$ cat src/rtl/core/arb_pkg.sv
package arb_pkg;

  // general register count and result width are fixed by the word layout
  localparam int NUM_GENERAL = 32;
  localparam int RD_W        = 18;

  // defaults for the top-level parameters
  localparam int FLASH_WORDS_DEF = 262144;
  localparam int IRQ_LINES_DEF   = 64;

  localparam logic [15:0] SP_RESET   = 16'h21ff;
  localparam int          GIE_BIT    = 7;

  // register select codes above the general file
  localparam logic [5:0] SEL_GEN_LAST = 6'd31;
  localparam logic [5:0] SEL_STATUS   = 6'd32;
  localparam logic [5:0] SEL_SP       = 6'd33;
  localparam logic [5:0] SEL_RAMPZ    = 6'd34;
  localparam logic [5:0] SEL_EIND     = 6'd35;
  localparam logic [5:0] SEL_PC       = 6'd36;
  localparam logic [5:0] SEL_X        = 6'd37;
  localparam logic [5:0] SEL_Y        = 6'd38;
  localparam logic [5:0] SEL_Z        = 6'd39;

  // pointer pairs, low byte first
  localparam logic [4:0] REG_XL = 5'd26;
  localparam logic [4:0] REG_XH = 5'd27;
  localparam logic [4:0] REG_YL = 5'd28;
  localparam logic [4:0] REG_YH = 5'd29;
  localparam logic [4:0] REG_ZL = 5'd30;
  localparam logic [4:0] REG_ZH = 5'd31;

  typedef enum logic [2:0] {
    CMD_READ_REG  = 3'd0,
    CMD_WRITE_REG = 3'd1,
    CMD_READ_BIT  = 3'd2,
    CMD_WRITE_BIT = 3'd3,
    CMD_RAISE_IRQ = 3'd4,
    CMD_CANCEL_IRQ = 3'd5,
    CMD_TAKE_IRQ  = 3'd6,
    CMD_ADD_TICKS = 3'd7
  } cmd_t;

  typedef struct packed {
    cmd_t        cmd;
    logic [5:0]  reg_sel;
    logic [31:0] write_value;
    logic [2:0]  status_bit;
    logic [5:0]  irq_line;
    logic [31:0] tick_count;
  } in_word_t;

  typedef struct packed {
    logic [RD_W-1:0] read_data;
    logic [5:0]      irq_number;
    logic            irq_valid;
    logic            irq_ready;
    logic [63:0]     cycle_count;
  } out_word_t;

  // one command word moving down the front pipe
  typedef struct packed {
    logic     vld;
    in_word_t word;
  } pipe_word_t;

endpackage

$ cat src/rtl/core/arb_pcmod.sv
module arb_pcmod #(
  parameter int FLASH_WORDS = arb_pkg::FLASH_WORDS_DEF
) (
  input  logic                         clk,
  input  logic                         rst_n,
  input  arb_pkg::pipe_word_t          pipe_in,
  output arb_pkg::pipe_word_t          pipe_out,
  output logic [$clog2(FLASH_WORDS)-1:0] pc_rem
);

  localparam int PC_W = $clog2(FLASH_WORDS);
  localparam int SHIFT = 31 + PC_W;
  localparam logic [63:0] RECIP_FULL = (64'd1 << SHIFT) / 64'(FLASH_WORDS);
  localparam logic [31:0] RECIP = RECIP_FULL[31:0];
  localparam int Q_W = 33 - PC_W;
  localparam logic [PC_W:0] FLASH_M = (PC_W+1)'(FLASH_WORDS);

  arb_pkg::pipe_word_t p1_r, p2_r, p3_r;
  logic [63:0]     prod;
  logic [Q_W-1:0]  q_r, q_nxt;
  logic [PC_W:0]   qf_r, qf_nxt;
  logic [PC_W:0]   diff;
  logic [PC_W-1:0] rem_r, rem_nxt;

  // quotient estimate, low by at most one
  assign prod  = 64'(pipe_in.word.write_value) * 64'(RECIP);
  assign q_nxt = Q_W'(prod >> SHIFT);

  assign qf_nxt = (PC_W+1)'(q_r * FLASH_M);

  always_comb begin
    diff = p2_r.word.write_value[PC_W:0] - qf_r;
    if (diff >= FLASH_M) begin
      diff = diff - FLASH_M;
    end
    rem_nxt = diff[PC_W-1:0];
  end

  always_ff @(posedge clk) begin
    if (!rst_n) begin
      p1_r.vld <= 1'b0;
      p2_r.vld <= 1'b0;
      p3_r.vld <= 1'b0;
    end else begin
      p1_r.vld <= pipe_in.vld;
      p2_r.vld <= p1_r.vld;
      p3_r.vld <= p2_r.vld;
    end
    p1_r.word <= pipe_in.word;
    p2_r.word <= p1_r.word;
    p3_r.word <= p2_r.word;
    q_r       <= q_nxt;
    qf_r      <= qf_nxt;
    rem_r     <= rem_nxt;
  end

  assign pipe_out = p3_r;
  assign pc_rem   = rem_r;

endmodule

$ cat src/rtl/core/arb_exec.sv
module arb_exec #(
  parameter int FLASH_WORDS = arb_pkg::FLASH_WORDS_DEF,
  parameter int IRQ_LINES   = arb_pkg::IRQ_LINES_DEF
) (
  input  logic                           clk,
  input  logic                           rst_n,
  input  arb_pkg::pipe_word_t            pipe_in,
  input  logic [$clog2(FLASH_WORDS)-1:0] pc_rem,
  output logic                           out_strobe,
  output arb_pkg::out_word_t             out_word
);

  localparam int PC_W      = $clog2(FLASH_WORDS);
  localparam int PC_KEEP_W = (PC_W < arb_pkg::RD_W) ? PC_W : arb_pkg::RD_W;

  arb_pkg::in_word_t w;
  logic vld;

  logic [7:0]           gen_r   [arb_pkg::NUM_GENERAL];
  logic [7:0]           gen_nxt [arb_pkg::NUM_GENERAL];
  logic [7:0]           status_r, status_nxt;
  logic [15:0]          sp_r, sp_nxt;
  logic [7:0]           rampz_r, rampz_nxt;
  logic [7:0]           eind_r, eind_nxt;
  logic [PC_KEEP_W-1:0] pc_r, pc_nxt;
  logic [IRQ_LINES-1:0] pend_r, pend_nxt;
  logic [63:0]          cyc_r, cyc_nxt;

  logic [IRQ_LINES-1:0] line_hit;
  logic [IRQ_LINES-1:0] low_bit;
  logic [5:0]           low_num;

  arb_pkg::out_word_t res, out_r;
  logic               strobe_r;

  assign w   = pipe_in.word;
  assign vld = pipe_in.vld;

  // line decode, out-of-range lines hit nothing
  always_comb begin
    for (int i = 0; i < IRQ_LINES; i++) begin
      line_hit[i] = (w.irq_line == 6'(i));
    end
  end

  // lowest pending line, isolated then encoded
  assign low_bit = pend_r & (~pend_r + IRQ_LINES'(1));

  always_comb begin
    low_num = '0;
    for (int i = 0; i < IRQ_LINES; i++) begin
      low_num = low_num | (6'(i) & {6{low_bit[i]}});
    end
  end

  always_comb begin
    gen_nxt    = gen_r;
    status_nxt = status_r;
    sp_nxt     = sp_r;
    rampz_nxt  = rampz_r;
    eind_nxt   = eind_r;
    pc_nxt     = pc_r;
    pend_nxt   = pend_r;
    cyc_nxt    = cyc_r;
    res        = '0;

    case (w.cmd)
      arb_pkg::CMD_READ_REG: begin
        case (w.reg_sel) inside
          [6'd0:arb_pkg::SEL_GEN_LAST]: res.read_data = arb_pkg::RD_W'(gen_r[w.reg_sel[4:0]]);
          arb_pkg::SEL_STATUS: res.read_data = arb_pkg::RD_W'(status_r);
          arb_pkg::SEL_SP:     res.read_data = arb_pkg::RD_W'(sp_r);
          arb_pkg::SEL_RAMPZ:  res.read_data = arb_pkg::RD_W'(rampz_r);
          arb_pkg::SEL_EIND:   res.read_data = arb_pkg::RD_W'(eind_r);
          arb_pkg::SEL_PC:     res.read_data = arb_pkg::RD_W'(pc_r);
          arb_pkg::SEL_X: res.read_data = {2'b00, gen_r[arb_pkg::REG_XH], gen_r[arb_pkg::REG_XL]};
          arb_pkg::SEL_Y: res.read_data = {2'b00, gen_r[arb_pkg::REG_YH], gen_r[arb_pkg::REG_YL]};
          arb_pkg::SEL_Z: res.read_data = {2'b00, gen_r[arb_pkg::REG_ZH], gen_r[arb_pkg::REG_ZL]};
          default:             res.read_data = '0;
        endcase
      end
      arb_pkg::CMD_WRITE_REG: begin
        case (w.reg_sel) inside
          [6'd0:arb_pkg::SEL_GEN_LAST]: gen_nxt[w.reg_sel[4:0]] = w.write_value[7:0];
          arb_pkg::SEL_STATUS: status_nxt = w.write_value[7:0];
          arb_pkg::SEL_SP:     sp_nxt     = w.write_value[15:0];
          arb_pkg::SEL_RAMPZ:  rampz_nxt  = w.write_value[7:0];
          arb_pkg::SEL_EIND:   eind_nxt   = w.write_value[7:0];
          arb_pkg::SEL_PC:     pc_nxt     = pc_rem[PC_KEEP_W-1:0];
          arb_pkg::SEL_X: begin
            gen_nxt[arb_pkg::REG_XL] = w.write_value[7:0];
            gen_nxt[arb_pkg::REG_XH] = w.write_value[15:8];
          end
          arb_pkg::SEL_Y: begin
            gen_nxt[arb_pkg::REG_YL] = w.write_value[7:0];
            gen_nxt[arb_pkg::REG_YH] = w.write_value[15:8];
          end
          arb_pkg::SEL_Z: begin
            gen_nxt[arb_pkg::REG_ZL] = w.write_value[7:0];
            gen_nxt[arb_pkg::REG_ZH] = w.write_value[15:8];
          end
          default: ;
        endcase
      end
      arb_pkg::CMD_READ_BIT: begin
        res.read_data = arb_pkg::RD_W'(status_r[w.status_bit]);
      end
      arb_pkg::CMD_WRITE_BIT: begin
        status_nxt[w.status_bit] = |w.write_value;
      end
      arb_pkg::CMD_RAISE_IRQ: begin
        pend_nxt = pend_r | line_hit;
      end
      arb_pkg::CMD_CANCEL_IRQ: begin
        pend_nxt = pend_r & ~line_hit;
      end
      arb_pkg::CMD_TAKE_IRQ: begin
        if (|pend_r) begin
          pend_nxt       = pend_r & ~low_bit;
          res.irq_valid  = 1'b1;
          res.irq_number = low_num;
        end
      end
      arb_pkg::CMD_ADD_TICKS: begin
        cyc_nxt = cyc_r + 64'(w.tick_count);
      end
      default: ;
    endcase

    res.irq_ready   = status_nxt[arb_pkg::GIE_BIT] & (|pend_nxt);
    res.cycle_count = cyc_nxt;
  end

  always_ff @(posedge clk) begin
    if (!rst_n) begin
      for (int i = 0; i < arb_pkg::NUM_GENERAL; i++) begin
        gen_r[i] <= '0;
      end
      status_r <= '0;
      sp_r     <= arb_pkg::SP_RESET;
      rampz_r  <= '0;
      eind_r   <= '0;
      pc_r     <= '0;
      pend_r   <= '0;
      cyc_r    <= '0;
      strobe_r <= 1'b0;
    end else begin
      strobe_r <= vld;
      if (vld) begin
        gen_r    <= gen_nxt;
        status_r <= status_nxt;
        sp_r     <= sp_nxt;
        rampz_r  <= rampz_nxt;
        eind_r   <= eind_nxt;
        pc_r     <= pc_nxt;
        pend_r   <= pend_nxt;
        cyc_r    <= cyc_nxt;
      end
    end
    if (vld) begin
      out_r <= res;
    end
  end

  assign out_strobe = strobe_r;
  assign out_word   = out_r;

  a_valid_only_on_take: assert property (@(posedge clk) disable iff (!rst_n)
    vld && (w.cmd != arb_pkg::CMD_TAKE_IRQ) |=> !out_r.irq_valid)
    else $error("irq_valid set by a command other than take");

  a_cycles_hold: assert property (@(posedge clk) disable iff (!rst_n)
    !(vld && (w.cmd == arb_pkg::CMD_ADD_TICKS)) |=> $stable(cyc_r))
    else $error("cycle counter moved without an add-ticks command");

  a_take_clears_one: assert property (@(posedge clk) disable iff (!rst_n)
    vld && (w.cmd == arb_pkg::CMD_TAKE_IRQ) && (|pend_r)
    |=> $countones(pend_r) == $countones($past(pend_r)) - 1)
    else $error("take did not clear exactly one pending line");

  a_ready_matches_state: assert property (@(posedge clk) disable iff (!rst_n)
    strobe_r |-> out_r.irq_ready == (status_r[arb_pkg::GIE_BIT] && (|pend_r)))
    else $error("irq_ready disagrees with stored state");

  a_cycle_matches_state: assert property (@(posedge clk) disable iff (!rst_n)
    strobe_r |-> out_r.cycle_count == cyc_r)
    else $error("reported cycle count disagrees with counter");

endmodule

$ cat src/rtl/core/avr_register_bank.sv
// avr-style register bank: 32 byte registers, status, stack pointer, rampz, eind,
// program counter, pending interrupt set and 64-bit cycle counter. a command word
// is taken whenever start is high; busy never rises, so one word can enter every
// cycle and the sustained rate is one word per clock. each word yields exactly one
// result word on out_word, marked by out_strobe for a single cycle. the strobe rises
// once the word has passed the input register, three stages that reduce the written
// value modulo the flash size for program counter writes, execute and the result
// register. the receiver cannot stall: results must be captured the cycle they
// appear. words are carried out strictly in order, and each one sees every state
// change made by the words before it.
module avr_register_bank #(
  parameter int FLASH_WORDS = arb_pkg::FLASH_WORDS_DEF,
  parameter int IRQ_LINES   = arb_pkg::IRQ_LINES_DEF
) (
  input  logic               clk,
  input  logic               rst_n,
  input  logic               start,
  output logic               busy,
  input  arb_pkg::in_word_t  in_word,
  output logic               out_strobe,
  output arb_pkg::out_word_t out_word
);

  arb_pkg::pipe_word_t in_r;
  arb_pkg::pipe_word_t prep_word;
  logic [$clog2(FLASH_WORDS)-1:0] pc_rem;

  // fully pipelined, nothing ever blocks the input side
  assign busy = 1'b0;

  // input register
  always_ff @(posedge clk) begin
    if (!rst_n) begin
      in_r.vld <= 1'b0;
    end else begin
      in_r.vld <= start & ~busy;
    end
    in_r.word <= in_word;
  end

  // pc reduction runs alongside the word so execute sees it ready
  arb_pcmod #(
    .FLASH_WORDS (FLASH_WORDS)
  ) u_pcmod (
    .clk      (clk),
    .rst_n    (rst_n),
    .pipe_in  (in_r),
    .pipe_out (prep_word),
    .pc_rem   (pc_rem)
  );

  // state lives here, one word executes per cycle
  arb_exec #(
    .FLASH_WORDS (FLASH_WORDS),
    .IRQ_LINES   (IRQ_LINES)
  ) u_exec (
    .clk        (clk),
    .rst_n      (rst_n),
    .pipe_in    (prep_word),
    .pc_rem     (pc_rem),
    .out_strobe (out_strobe),
    .out_word   (out_word)
  );

endmodule
$ cat config.mk
export PLATFORM = sky130hd
export DESIGN_NAME = avr_register_bank
export DESIGN_NICKNAME = d
export VERILOG_FILES = /design/src/rtl/core/arb_pkg.sv /design/src/rtl/core/arb_pcmod.sv /design/src/rtl/core/arb_exec.sv /design/src/rtl/core/avr_register_bank.sv
export SDC_FILE = /design/constraint.sdc
export NUM_CORES = 2
export LEC_CHECK = 0
export BUFFER_PORTS_ARGS = -buffer_cell sky130_fd_sc_hd__buf_4
export CAP_MARGIN = 0
export CORE_UTILIZATION = 32
export DETAILED_ROUTE_END_ITERATION = 16
export HOLD_SLACK_MARGIN = 0.02
export SLEW_MARGIN = 20
export SYNTH_ARGS = -nofsm -noshare
export SYNTH_HDL_FRONTEND = slang
export SYNTH_HIERARCHICAL = 1
export SYNTH_SLANG_ARGS = --single-unit
$ cat constraint.sdc
create_clock -name clk -period 13.9 [get_ports clk]
set_clock_uncertainty 0.05 [all_clocks]
set_input_delay 2.085 -clock clk [delete_from_list [all_inputs] [get_ports clk]]
set_output_delay 2.085 -clock clk [all_outputs]
set_load 0.02 [all_outputs]
==> flow_summary.json <==
{
  "worst_pin_slew_ns": 1.19,
  "clock_latency_ns": 0.69,
  "ff_latch_area_um2": 18200,
  "grt.total_usage_pct": 18.1,
  "fill_cells": 10800,
  "setup_viol_count_final": 0,
  "grt_max_degree": 140,
  "hold_class": "flip-flop to flip-flop",
  "critical_path_class": "flip-flop to flip-flop",
  "syn_area_per_cell_um2": 10.1,
  "finalPower_uw": 5450,
  "vdd_drop_max_mv": 0.0972,
  "crit_fanout": 24,
  "place_area_um2": 37900,
  "core_um2": 109000,
  "finalNetCount": 3692,
  "multi_input_area_um2": 16000,
  "synth_cell_types": 95,
  "status": "finished, final reports clean",
  "post-synth-top-count-cell": "dfxtp_1",
  "ys.flop_type": "dfxtp_1",
  "synth_edf_count": 90,
  "fp.dieArea_um2": 112000,
  "fin_hold_ws_ns": 0.262,
  "rsz0062_at_grt": "no",
  "clk_pin_slew_worst_paths_ns": 0.06,
  "synth_area_um2": 35300,
  "antenna_left": 0,
  "final_hold_viol_count": 0,
  "antenna_found_initial": 4,
  "stdcell_area_um2": 41300,
  "grt_pass1_vias": 25800,
  "async_flop_share_pct": 0,
  "cp.required_ns": 14.25,
  "cts_hold_buf": 0,
  "numCtsBuffers": 96,
  "wl_per_cell_um": 20.2,
  "hold_end": "u_pcmod/pipe_out[62]$_DFF_P_",
  "dpl_worst_slack_ns": 9.58,
  "route.detailed.drc": 0,
  "synthToLayoutAreaGrowth_pct": 16.8,
  "worstReg2RegEnd": "u_exec/out_word[64]$_DFFE_PP_",
  "synth_area_leader_cell": "dfxtp_1",
  "via_per_inst": 5.31,
  "grt_pass1_wl_um": 158000,
  "slew_headroom_pct": 20.3,
  "synth_fp_nets": 3620,
  "maxCapViolations": 0,
  "ioPinCount": 177,
  "worstHoldPathCells": 0,
  "ys_top_cells_by_area": "dfxtp_1 44%, mux2i_1 8.8%, edfxtp_1 7.7%",
  "cp_slowest_cell": "or4_1",
  "ys_warn_count": 6,
  "via_count": 27200,
  "cts_tree": "built",
  "synth_top_cell_area_share_pct": 43.9,
  "yosys_register_bits": 865,
  "yosysSeqAreaShare_pct": 51.6,
  "slew_viol_final": 0,
  "powerDensity_nw_per_um2": 132,
  "period_share_pct": 31.9,
  "numPortBuffers": 175,
  "gp_congestion": 0.978,
  "reg2reg_from": "u_exec/pend_r[0]$_SDFFE_PN0P_",
  "clockBufferDepth": 3,
  "max_freq_ghz": 0.226,
  "routed_wl_um": 103000,
  "root_buffer": "clkbuf_16",
  "synth_commonest_cells": "775 x dfxtp_1, 492 x nor2_1, 312 x mux2i_1",
  "end_kind": "flip-flop",
  "drt-initial-drc-count": 3037,
  "fin_tns_setup_ns": 0,
  "netlist_instances": 3502,
  "die_w_um": 334,
  "num_rows": 121,
  "die_h_um": 334,
  "crit_chain": "or4_1 > nor3_4 > nand3_4 > o21ai_0 > a31oi_1 > a2111oi_0 > buf_4 > o2111ai_1 > nor3_1 > a41oi_1",
  "r2r_cells": 10,
  "worst_hold_startpoint": "u_pcmod/p2_r[62]$_DFF_P_",
  "overflow": 0,
  "leakagePower_uw": 0.0151,
  "r2r_slack_ns": 9.47,
  "post-dp-hpwl_um": 68400,
  "initial_core_util_pct": 32.4,
  "cpPeakStageDelay_ns": 0.71,
  "drive_above_1_share_pct": 14.9,
  "min_period_ns": 4.43,
  "startpoint_type": "flip-flop",
  "arrival_ns": 4.79,
  "layout_setup_ws_ns": 9.47,
  "htree_levels": 3,
  "clkSinkCount": 865,
  "dr.pass1.iters": 6,
  "cts.repair.resized": 0,
  "cts_setup_buffers": 0
}
metrics by stage:
step                      util (%)  cells
after floorplan                  -   3502
final                         37.8   5131
after detailed placement      34.8   4952
after global routing          37.8   5130
after CTS                     37.8   5130
after global placement        34.7   4952
critical path, delay by kind of cell, from the launching register on:
family,cells,cell delay [ns]
AND/OR/NAND/NOR,4,2.17
AO/OA/AOI/OAI,5,1.34
flip-flops,1,0.36
buffers and inverters,1,0.20
layout by cell type (no fill, tap or decap), types with 63 or more instances in the layout:
master     count
dfxtp_1      772
nor2_1       492
mux2i_1      312
nand2_1      266
buf_4        232
a21oi_1      219
o21ai_0      162
clkbuf_16    101
mux4_2        95
edfxtp_1      90
nand3_1       82
nor3_1        63
final cells by class:
class                   count  share of cell area, %
inverters                  27                  0.264
clock buffers             132                   6.77
multi-input cells        2351                   38.8
repair buffers            233                   4.27
diodes                      1                0.00607
flip-flops and latches    865                   44.2
clock inverters            46                   1.27
well taps                1476                   4.48
sequential cells by signal, summed over array words and instances (netlist names):
register           flops
u_exec/pend_r         64
u_pcmod/p2_r          83
u_exec/rampz_r         8
u_exec/pc_r           18
u_exec/out_strobe      1
u_exec/cyc_r          64
u_exec/sp_r           16
in_r                  83
u_pcmod/pc_rem        17
u_pcmod/p1_r          83
u_exec/eind_r          8
u_pcmod/pipe_out      66
u_exec/gen_r         256
u_exec/out_word       90
u_exec/status_r        8
power breakdown:
part | total (uW) | internal, uW | switching, uW
Clock | 2620 | 1550 | 1070
Sequential | 2600 | 2570 | 31.1
Combinational | 221 | 70.2 | 150
worst max-delay path by stage:
stage	startpoint	to	slack [ns]	depth (start not counted)
final	u_exec/pend_r[0]$_SDFFE_PN0P_	u_exec/out_word[64]$_DFFE_PP_	9.47	10
after global routing	u_exec/pend_r[0]$_SDFFE_PN0P_	u_exec/out_word[64]$_DFFE_PP_	9.37	10
after CTS	u_exec/pend_r[0]$_SDFFE_PN0P_	u_exec/out_word[64]$_DFFE_PP_	9.67	10
after detailed placement	rst_n	u_exec/pend_r[45]$_SDFFE_PN0P_	9.58	4
after global placement	rst_n	u_exec/gen_r[164]$_SDFFE_PN0P_	9.62	4
after floorplan	u_pcmod/pipe_out[82]$_SDFF_PN0_	u_exec/gen_r[128]$_SDFFE_PN0P_	8.96	8
routing by layer:
| metal | vias up | part of all wire, % | track usage, % |
|---|---|---|---|
| li1 | 12800 | - | - |
| met1 | 13000 | 44 | 25.0 |
| met2 | 1192 | 44 | 27.8 |
| met3 | 249 | 8.1 | 3.40 |
| met4 | 0 | 3.6 | 7.25 |
| met5 | - | 0 | 0 |
kinds of logic (layout without fill, tap and decap cells):
group                      after synthesis  count (layout)  share of synthesized area (%)
AOI/OAI and AO/OA                      681             681                           12.0
xor gates and xnor gates                58              58                           1.44
adders and majority gates               33              33                           1.19
buffers and inverters                  286             438                           3.40
DFF                                    865             865                           51.6
muxes                                  408             408                           14.9
other                                    1               2                         0.0106
and+or+nand+nor                       1170            1170                           15.5
No activity file was read; power rests on OpenSTA's default activity.
